`config.mk`:
```
export PLATFORM = sky130hd
export DESIGN_NAME = qjts_mac
export DESIGN_NICKNAME = d
export VERILOG_FILES = /design/src/design/qjts_pkg.sv /design/src/design/qjts_mac.sv
export SDC_FILE = /design/constraint.sdc
export NUM_CORES = 2
export LEC_CHECK = 0
export BUFFER_PORTS_ARGS = -buffer_cell sky130_fd_sc_hd__buf_2
export CAP_MARGIN = 20
export CORE_MARGIN = 1
export CORE_UTILIZATION = 55
export CTS_CLUSTER_DIAMETER = 120
export CTS_CLUSTER_SIZE = 16
export DETAILED_ROUTE_END_ITERATION = 8
export PLACE_DENSITY = 0.72
export SKIP_LAST_GASP = 1
export SYNTH_ARGS = -nofsm -noshare
export SYNTH_HDL_FRONTEND = slang
export SYNTH_SLANG_ARGS = --single-unit
```
`constraint.sdc`:
```
create_clock -name clk -period 8.29 [get_ports clk]
set_input_delay 0.4145 -clock clk [delete_from_list [all_inputs] [get_ports clk]]
set_output_delay 0.4145 -clock clk [all_outputs]
set_load 0.1 [all_outputs]
```
`src/design/qjts_pkg.sv`:
```
// Shared types and constants of the two-level quantum jump step core.
// No dependencies; used by every module of the block.
package qjts_pkg;

    localparam int AMP_W     = 32;
    localparam int AMP_FRAC  = AMP_W - 2;
    localparam int RND_W     = 16;
    localparam int CFG_W     = 20;
    localparam int CFG_IDX_W = 2;
    localparam int POP_W     = 17;
    localparam int COEF_FRAC = 20;
    localparam int OP_W      = AMP_W + 2;
    localparam int ACC_W     = 2 * OP_W;
    localparam int RAD_W     = 64;
    localparam int ROOT_W    = 32;
    localparam int NUM_W     = 62;
    localparam int CNT_W     = 5;

    localparam logic [CFG_IDX_W-1:0] REG_DRIVE_RATE = 2'd0;
    localparam logic [CFG_IDX_W-1:0] REG_DETUNING   = 2'd1;
    localparam logic [CFG_IDX_W-1:0] REG_DECAY_RATE = 2'd2;
    localparam logic [CFG_IDX_W-1:0] REG_TIME_STEP  = 2'd3;

    localparam logic OP_STEP    = 1'b0;
    localparam logic OP_RESTART = 1'b1;

    localparam logic [POP_W-1:0] POP_ONE = 17'h10000;

    typedef struct packed {
        logic             operation;
        logic [RND_W-1:0] random_fraction;
    } in_item_t;

    typedef struct packed {
        logic signed [AMP_W-1:0] ground_re;
        logic signed [AMP_W-1:0] ground_im;
        logic signed [AMP_W-1:0] excited_re;
        logic signed [AMP_W-1:0] excited_im;
        logic [POP_W-1:0]        ground_population;
        logic [POP_W-1:0]        excited_population;
        logic                    jumped;
    } out_item_t;

    typedef enum logic [2:0] {
        ACC_LOAD,
        ACC_ADD,
        ACC_SUB,
        ACC_NEG,
        ACC_ADD_HI
    } acc_mode_t;

    typedef struct packed {
        logic      mul_en;
        logic      acc_en;
        acc_mode_t mode;
    } mac_ctrl_t;

    typedef struct packed {
        logic start;
        logic is_sqrt;
    } sqdiv_ctrl_t;

    typedef struct packed {
        logic busy;
        logic done;
    } sqdiv_stat_t;

endpackage

```
`src/design/qjts_mac.sv`:
```
// Shared multiply-accumulate unit: registered product, then accumulation.
// Depends on qjts_pkg.
module qjts_mac
    import qjts_pkg::*;
(
    input  logic                    clk,
    input  logic                    rst_n,
    input  mac_ctrl_t               ctrl,
    input  logic signed [OP_W-1:0]  op_a,
    input  logic signed [OP_W-1:0]  op_b,
    output logic signed [ACC_W-1:0] acc
);

    logic signed [ACC_W-1:0] prod_reg;
    logic signed [ACC_W-1:0] acc_reg;
    logic signed [ACC_W-1:0] acc_next;

    always_comb
    begin
        unique case (ctrl.mode)
            ACC_LOAD:   acc_next = prod_reg;
            ACC_ADD:    acc_next = acc_reg + prod_reg;
            ACC_SUB:    acc_next = acc_reg - prod_reg;
            ACC_NEG:    acc_next = -prod_reg;
            ACC_ADD_HI: acc_next = acc_reg + (prod_reg <<< 32);
            default:    acc_next = acc_reg;
        endcase
    end

    // The sequencer always loads the accumulator before it accumulates into it.
    always_ff @(posedge clk or negedge rst_n)
    begin
        if (!rst_n)
        begin
            prod_reg <= '0;
            acc_reg  <= '0;
        end
        else
        begin
            if (ctrl.mul_en)
            begin
                prod_reg <= op_a * op_b;
            end
            if (ctrl.acc_en)
            begin
                acc_reg <= acc_next;
            end
        end
    end

    assign acc = acc_reg;

endmodule

```
==> impl_metrics.ini <==
[run_status]
status = finished, final reports clean

[global_routing]
grt.busiest_layer = met2
grt_pass1_wl_um = 264000
grt_use_met2_pct = 53.3
gr-total-overflow = 0
grt_antenna_before_repair = 8
use_met1_pct = 46.2
gr-usage-all-layers_pct = 33.5
first_global_vias = 46200
grtUsageMet3_pct = 6.86
grt_max_degree = 91

[critical_path]
path_delay_family = adder cells
crit_buf_inv = 8
startpoint_type = input pin
crit_required_ns = 8.63
rr_startpoint = prod_reg[20]
worst_path_max_delay_cell = fa_1
cp-end-kind = register
rr_endpoint = acc[66]
worst_path_most_repeated_cell = fa_1
crit_arrival_ns = 8.27
path_class = input pin to register
crit_cells = 29
ff2ff_path_depth = 20
r2r_slack_ns = 1.51
crit_fanout = 14
slowest_delay_ns = 0.56

[die]
core_area_sq_um = 99000
die_h_um = 319
initial_core_util_pct = 55.9
row_count = 115
die_w_um = 319
num_io_pins = 143
dieArea_sq_um = 102000

[cells_and_area]
layout.cells.non_filler = 7625
antenna_cells = 0
fin_nets = 7950
area_growth_syn_to_layout_pct = 6.47
drive_above_1_share_pct = 8.03
fin_area_sq_um = 58900

[detailed_routing]
detail-route-antenna-nets = 0
drt_iter0_drc = 3796
dr.pass1.iters = 6
num_vias = 43500
vias_per_cell = 5.70
wl_um = 164000
drc = 0
post_drt_wl_per_cell_um = 21.6

[timing]
final-setup-viol-count = 0
maxSlewViolCount = 0
timing.hold.ws_ns = 0.0454
rsz0062_at_grt = no
fin_crit_ns = 7.93
finalHoldViolCount = 0
tightest_slew_ns = 1.05
finClkSkew_ns = 0.0226
fin_setup_tns_ns = 0
fmax_ghz = 0.126
maxSlewHeadroom_pct = 29.6
finalCritPeriodShare_pct = 95.6

[clock_tree]
post-cts-setup-buffer-count = 0
clk_latency_ns = 0.46
numCtsBuffers = 17
cts_tree = done
cts_sinks = 136
cts_max_level = 4
cts_buffer_depth = 2
cts_root_buf = clkbuf_16
cts.clk_slew.worst_paths_ns = 0.07

[synthesis]
yosysWarnings = 0
synth_top_flop_cell = dfrtp_1
syn_avg_cell_area_sq_um = 8.84
netlist_area_sq_um = 55400
async_flop_share_pct = 100
syn_nets = 7887
synth.distinct_cells = 86
synth_edf_count = 0
syn_inst = 6262
synth_seq_area_share_pct = 6.15
ys_ff_latch = 136

[worst_hold_path]
hp-class = input pin to asynchronous set/reset pin

[placed_design]
dp_cells = 7592
globalplace.congestion = 0.974
port_buffers = 142
hpwl_um = 140000
dpl_cell_area_sq_um = 58300

[flow_run]
maxCapViolCount = 0
metrics by stage:
stage / worst slack [ns] / util, %
2_1_floorplan: 0.373 / -
3_3_place_gp: 0.0321 / 58.9
3_5_place_dp: -0.184 / 58.9
4_1_cts: 0.268 / 59.5
5_1_grt: 0.0129 / 59.5
6_report: 0.363 / 59.5
repair_timing:
item / CTS / global route
hold buffers: 0 / 0
gates resized for setup: 0 / 2
endpoints found under the setup margin: 0 / 4
cell usage in the layout, fill, tap and decap left out, types with 17 or more instances in the layout:
cell / n
a211oi_1: 20
a21o_1: 85
a21oi_1: 233
a221oi_1: 26
a31oi_1: 38
and2_1: 621
and3_1: 23
buf_2: 139
buf_4: 230
clkbuf_16: 17
dfrtp_1: 136
fa_1: 1243
ha_1: 307
inv_1: 1217
mux2_2: 51
nand2_1: 766
nand2b_1: 36
nand3_1: 49
nand4_1: 31
nor2_1: 227
nor2b_1: 17
nor3_1: 68
o211ai_1: 24
o21a_1: 19
o21ai_0: 183
o21bai_1: 24
o22ai_1: 26
xnor2_1: 163
xor2_1: 91
worst max path at each step:
stage | from | to | slack [ns]
CTS | op_a[14] | prod_reg[65] | 0.27
floorplan | op_a[33] | prod_reg[65] | 0.37
global placement | op_b[6] | prod_reg[62] | 0.03
global route | op_b[1] | prod_reg[64] | 0.01
finish | op_b[1] | prod_reg[65] | 0.36
detailed placement | op_b[1] | prod_reg[65] | -0.18
cell usage after synthesis, types with 92 or more instances:
cell	count	share of area (%)
fa_1	1243	45
inv_1	1217	8.3
nand2_1	766	5.2
and2_1	622	7.0
clkbuf_1	326	2.2
ha_1	307	6.9
a21oi_1	234	2.1
nor2_1	229	1.6
o21ai_0	185	1.7
xnor2_1	164	2.6
dfrtp_1	136	6.1
xor2_1	92	1.5
worst register-to-register path, delay by kind of cell, from the launching register on:
kind | cells | cell delay [ns]
and+or+nand+nor | 10 | 3.68
xor gates and xnor gates | 1 | 0.27
AOI/OAI and AO/OA | 7 | 1.45
DFF | 1 | 0.60
adders and majority gates | 1 | 0.31
muxes | 1 | 0.34
logic make-up (layout without fill, tap and decap cells):
kind of cell             count (synthesis)  after routing  synth area share, %
AO/OA/AOI/OAI                          793            793                 9.06
XOR/XNOR                               256            256                 4.05
adder cells (fa/ha/maj)               1550           1550                 51.9
buffers and inverters                 1553           1629                 10.5
flip-flops                             136            136                 6.15
multiplexers                            59             59                 1.18
AND/OR/NAND/NOR                       1915           1915                 17.1
metal layers:
layer  vias to the layer above  share of wire, %
met5                         -             0.038
met4                        10               3.3
met3                       295               9.5
met2                      1872                46
met1                     22000                42
li1                      19300                 -
area by class of cell:
class	instances	area, sq um
multi-input combinational	4573	46100
fill	8577	40100
inverter	1218	4570
sequential	136	3400
timing repair buffer	379	2610
tap	1287	1610
clock buffer	21	460
clock inverter	11	138
Power is not shown: default switching activity piles up to over one toggle a cycle in this logic, so the estimate is an artifact.
