$ cat src/design/qjts_pkg.sv
// Shared types and constants of the two-level quantum jump step core.
// No dependencies; used by every module of the block.
package qjts_pkg;

    localparam int AMP_W     = 32;
    localparam int AMP_FRAC  = AMP_W - 2;
    localparam int RND_W     = 16;
    localparam int CFG_W     = 20;
    localparam int CFG_IDX_W = 2;
    localparam int POP_W     = 17;
    localparam int COEF_FRAC = 20;
    localparam int OP_W      = AMP_W + 2;
    localparam int ACC_W     = 2 * OP_W;
    localparam int RAD_W     = 64;
    localparam int ROOT_W    = 32;
    localparam int NUM_W     = 62;
    localparam int CNT_W     = 5;

    localparam logic [CFG_IDX_W-1:0] REG_DRIVE_RATE = 2'd0;
    localparam logic [CFG_IDX_W-1:0] REG_DETUNING   = 2'd1;
    localparam logic [CFG_IDX_W-1:0] REG_DECAY_RATE = 2'd2;
    localparam logic [CFG_IDX_W-1:0] REG_TIME_STEP  = 2'd3;

    localparam logic OP_STEP    = 1'b0;
    localparam logic OP_RESTART = 1'b1;

    localparam logic [POP_W-1:0] POP_ONE = 17'h10000;

    typedef struct packed {
        logic             operation;
        logic [RND_W-1:0] random_fraction;
    } in_item_t;

    typedef struct packed {
        logic signed [AMP_W-1:0] ground_re;
        logic signed [AMP_W-1:0] ground_im;
        logic signed [AMP_W-1:0] excited_re;
        logic signed [AMP_W-1:0] excited_im;
        logic [POP_W-1:0]        ground_population;
        logic [POP_W-1:0]        excited_population;
        logic                    jumped;
    } out_item_t;

    typedef enum logic [2:0] {
        ACC_LOAD,
        ACC_ADD,
        ACC_SUB,
        ACC_NEG,
        ACC_ADD_HI
    } acc_mode_t;

    typedef struct packed {
        logic      mul_en;
        logic      acc_en;
        acc_mode_t mode;
    } mac_ctrl_t;

    typedef struct packed {
        logic start;
        logic is_sqrt;
    } sqdiv_ctrl_t;

    typedef struct packed {
        logic busy;
        logic done;
    } sqdiv_stat_t;

endpackage

$ cat src/design/qjts_sqdiv.sv
// Iterative shift-and-subtract unit: floor square root two bits a cycle,
// or long division one quotient bit a cycle. Depends on qjts_pkg.
module qjts_sqdiv
    import qjts_pkg::*;
(
    input  logic              clk,
    input  logic              rst_n,
    input  sqdiv_ctrl_t       ctrl,
    input  logic [RAD_W-1:0]  radicand,
    input  logic [NUM_W-1:0]  numer,
    input  logic [ROOT_W-1:0] divisor,
    output sqdiv_stat_t       stat,
    output logic [ROOT_W-1:0] result
);

    logic [ROOT_W+1:0] rem_reg;
    logic [ROOT_W-1:0] root_reg;
    logic [RAD_W-1:0]  src_reg;
    logic [CNT_W-1:0]  cnt_reg;
    logic              busy_reg;
    logic              done_reg;
    logic              sqrt_reg;

    logic [ROOT_W+3:0] t_val;
    logic [ROOT_W+3:0] trial;
    logic [ROOT_W+3:0] diff;
    logic              ge;

    always_comb
    begin
        if (sqrt_reg)
        begin
            t_val = {rem_reg, src_reg[RAD_W-1 -: 2]};
            trial = {2'b00, root_reg, 2'b01};
        end
        else
        begin
            t_val = {3'b000, rem_reg[ROOT_W-1:0], src_reg[RAD_W-1]};
            trial = {4'b0000, divisor};
        end
        diff = t_val - trial;
        ge   = (t_val >= trial);
    end

    always_ff @(posedge clk or negedge rst_n)
    begin
        if (!rst_n)
        begin
            busy_reg <= 1'b0;
            done_reg <= 1'b0;
            sqrt_reg <= 1'b0;
            cnt_reg  <= '0;
            rem_reg  <= '0;
            root_reg <= '0;
            src_reg  <= '0;
        end
        else
        begin
            done_reg <= 1'b0;
            if (ctrl.start)
            begin
                busy_reg <= 1'b1;
                sqrt_reg <= ctrl.is_sqrt;
                root_reg <= '0;
                if (ctrl.is_sqrt)
                begin
                    rem_reg <= '0;
                    src_reg <= radicand;
                    cnt_reg <= CNT_W'(ROOT_W - 1);
                end
                else
                begin
                    // The quotient fits in 31 bits, so the top of the numerator
                    // is already below the divisor.
                    rem_reg <= (ROOT_W+2)'(numer[NUM_W-1:ROOT_W-1]);
                    src_reg <= {numer[ROOT_W-2:0], (RAD_W-ROOT_W+1)'(0)};
                    cnt_reg <= CNT_W'(ROOT_W - 2);
                end
            end
            else if (busy_reg)
            begin
                rem_reg  <= ge ? diff[ROOT_W+1:0] : t_val[ROOT_W+1:0];
                root_reg <= {root_reg[ROOT_W-2:0], ge};
                src_reg  <= sqrt_reg ? (src_reg << 2) : (src_reg << 1);
                if (cnt_reg == '0)
                begin
                    busy_reg <= 1'b0;
                    done_reg <= 1'b1;
                end
                else
                begin
                    cnt_reg <= cnt_reg - CNT_W'(1);
                end
            end
        end
    end

    assign stat.busy = busy_reg;
    assign stat.done = done_reg;
    assign result    = root_reg;

endmodule

$ cat config.mk
export PLATFORM = sky130hd
export DESIGN_NAME = qjts_sqdiv
export DESIGN_NICKNAME = d
export VERILOG_FILES = /design/src/design/qjts_pkg.sv /design/src/design/qjts_sqdiv.sv
export SDC_FILE = /design/constraint.sdc
export NUM_CORES = 1
export LEC_CHECK = 0
export ABC_AREA = 1
export ABC_CLOCK_PERIOD_IN_PS = 6900
export BUFFER_PORTS_ARGS = -buffer_cell sky130_fd_sc_hd__buf_4
export CAP_MARGIN = 20
export CORE_MARGIN = 2
export CORE_UTILIZATION = 40
export DETAILED_ROUTE_END_ITERATION = 12
export PLACE_DENSITY = 0.66
export SETUP_SLACK_MARGIN = 0.15
export SYNTH_ARGS = -nofsm -noshare
export SYNTH_HDL_FRONTEND = slang
export SYNTH_SLANG_ARGS = --single-unit
export TNS_END_PERCENT = 50
$ cat constraint.sdc
create_clock -name clk -period 6.9 [get_ports clk]
set_clock_uncertainty 0.2 [all_clocks]
set_input_delay 0.69 -clock clk [delete_from_list [all_inputs] [get_ports clk]]
set_output_delay 0.69 -clock clk [all_outputs]
set_load 0.01 [all_outputs]
==> results.yml <==
detailed_routing:
  ant_nets: 0
  drt-wirelength-per-cell_um: 15.8
  viasPerCell: 5.23
  dr.pass1.iters: 7
  vias: 10976
  drc: 0
  drtIter0Drc: 681
  wl_um: 33100
cells_and_area:
  largest_register_ffs: 64
  fillCellCount: 2705
  nNetsFinal: 1951
  regArea_um2: 3450
  final_common_cell: "nand2_1"
  drive_gt1_frac: 0.164
  multi_input_area_um2: 5750
  syn_to_final_growth_pct: 21.5
  layout_common_cells: "nand2_1, inv_1, buf_4"
  n_antenna_cell: 0
floorplan:
  die_w_um: 166
  die_h_um: 166
  dieArea_um2: 27400
  start_util: 0.404
  ioPinCount: 196
  rows: 59
  core-area_um2: 25800
global_route:
  grt_max_degree: 100
  grt-ovfl-total: 0
  antenna_found_initial: 0
  grt_pass1_vias: 10486
  grt_first_pass_wirelength_um: 53700
  grtUsageTotal: 0.248
critical_path:
  worstSetupPathType: "reg2reg"
  max_stage_delay_ps: 980
  path_cells: "inv_2 -> or2_2 -> o21ai_0 -> inv_1 -> ha_1 -> nand2_1 -> nor2_1 -> nand2_1 -> nor3_1 -> nand2_2 -> nand2_2 -> buf_4 -> nand2_1 -> nand3_1 -> nand2_1 -> nand2_1 -> nand2_1"
  cp_max_fo: 56
  critical_path_required_ps: 7020
  crit_arrival_ps: 5130
  critPathSlowestCell: "dfrtp_2"
  end_kind: "flip-flop"
  cpMostUsedCell: "nand2_1"
  start_kind: "flip-flop"
clocking:
  cts_hold_buffers: 0
  insertion_delay_ps: 440
  ctsRootBufferMaster: "clkbuf_16"
  cts_buffer_depth: 2
  cts_made_buffers: 17
  clock_sinks: 138
  cts_tree: "built"
  post-cts-setup-buffers: 0
  postCtsResizedCells: 0
  clkTransAtPathRegs_ps: 80
  htreeDepth: 4
timing:
  finalCriticalPeriod_ps: 5010
  final-max-slew-violation-count: 0
  fin_crit_sh: 0.726
  tightest_slew_ps: 980
  hold_viol: 0
  setup-tns-final_ps: 0
  worst_hold_slack_ps: 46.0
  rsz0062_at_grt: "false"
  clock.fmax_ghz: 0.200
  relSlewSlack: 0.346
  setup_viol: 0
placement:
  place_congestion: 1.03
  io_buffers: 195
  dp_hpwl_um: 24400
pwr:
  peakVddDrop_uv: 164
  p_leak_nw: 6.72
  power.density_nw_per_um2: 333
logic_synthesis:
  syn_inst: 1608
  synth_seq_cells: 138
  syn_avg_cell_area_um2: 6.49
  synth_seq_area_share: 0.331
  syn_nets: 1807
  synth_edf_count: 0
  synth-main-ff-cell: "dfrtp_1"
  synthArstFlopShare: 1.00
  synth_cell_type_count: 37
  syn_area_um2: 10400
  yosysWarnings: 0
status:
  status: "finished, final reports clean"
min_path:
  hp-class: "in2async"
run:
  timing.max_cap.violations: 0
-- per-stage QoR --
| step | instance area (µm²) | util | worst slack [ps] | instances | power [W] |
|---|---|---|---|---|---|
| floorplan | 10400 | - | 3800 | 1608 | 0.00270 |
| global placement | 12100 | 0.467 | 2000 | 2068 | 0.00324 |
| detailed placement | 12100 | 0.467 | 1890 | 2068 | 0.00325 |
| CTS | 12700 | 0.491 | 1880 | 2100 | 0.00421 |
| global route | 12700 | 0.491 | 1440 | 2100 | 0.00459 |
| finish | 12700 | 0.491 | 1890 | 2100 | 0.00422 |
-- logic make-up after synthesis --
family	after synthesis	synth area share
DFF	138	0.331
buffers and inverters	314	0.120
AOI/OAI and AO/OA	323	0.184
muxes	1	0.000959
adders and majority gates	37	0.0451
xor gates and xnor gates	13	0.0109
and+or+nand+nor	782	0.308
-- layout make-up --
cell class | count | share of cell area
flip-flops and latches | 138 | 0.273
well taps | 335 | 0.0331
repair buffers | 207 | 0.123
inverters | 232 | 0.0689
multi-input cells | 1156 | 0.454
clock inverters | 15 | 0.0149
clock buffers | 17 | 0.0336
-- synthesized netlist by cell type (3+ instances only) --
master | instances | share of area
nor2_1 | 110 | 0.040
o21bai_1 | 4 | 0.0029
buf_4 | 3 | 0.0022
buf_1 | 9 | 0.0032
clkbuf_1 | 56 | 0.020
buf_6 | 7 | 0.0076
or2_2 | 28 | 0.017
a22oi_1 | 22 | 0.016
o21ai_0 | 119 | 0.057
a31oi_1 | 10 | 0.0060
inv_1 | 231 | 0.083
o21ai_1 | 3 | 0.0014
o22ai_1 | 37 | 0.022
a21oi_1 | 79 | 0.038
buf_2 | 7 | 0.0034
nor2_2 | 5 | 0.0030
nor3_1 | 6 | 0.0029
a221oi_1 | 29 | 0.024
nand3b_1 | 7 | 0.0050
nand2_2 | 6 | 0.0036
nand2_1 | 519 | 0.19
nand4_1 | 6 | 0.0036
nand3_1 | 92 | 0.044
xnor2_1 | 13 | 0.011
a41oi_1 | 16 | 0.013
ha_1 | 36 | 0.043
dfrtp_1 | 138 | 0.33
-- worst paths after layout --
path / startpoint / to / slack (ps) / cells past startpoint
max in group asynchronous: rst_n / cnt_reg[0]$_DFFE_PN0P_ / 5190 / 2
hold / removal: rst_n / result[6]$_DFFE_PN0P_ / 50 / 1
setup reg to reg: sqrt_reg$_DFFE_PN0P_ / rem_reg[7]$_DFFE_PN0P_ / 1890 / 17
min in group clk: radicand[0] / src_reg[0]$_DFFE_PN0P_ / 270 / 3
hold reg to reg: rem_reg[33]$_DFFE_PN0P_ / rem_reg[33]$_DFFE_PN0P_ / 280 / 2
setup / recovery: sqrt_reg$_DFFE_PN0P_ / rem_reg[7]$_DFFE_PN0P_ / 1890 / 17
-- power breakdown --
group          leakage, nW  switching (W)  internal, W
clock                0.298       0.000458     0.000494
combinational         4.66        0.00139     0.000790
sequential            1.76       0.000125     0.000958
total                 6.72        0.00197      0.00224
-- critical path: cells and delay by family, from the launching register on --
kind | cells | cell delay (ps)
and+or+nand+nor | 12 | 2290
DFF | 1 | 980
buffers and inverters | 3 | 910
adders and majority gates | 1 | 360
AOI/OAI and AO/OA | 1 | 110
-- metal layers --
layer	track usage	up-vias	wire length, µm
li1	-	5486	-
met3	0.0562	47	2360
met2	0.402	372	15300
met1	0.331	5071	14700
met4	0.0737	0	791
met5	0	-	0
Note: power is estimated with default switching activity, not from simulation.
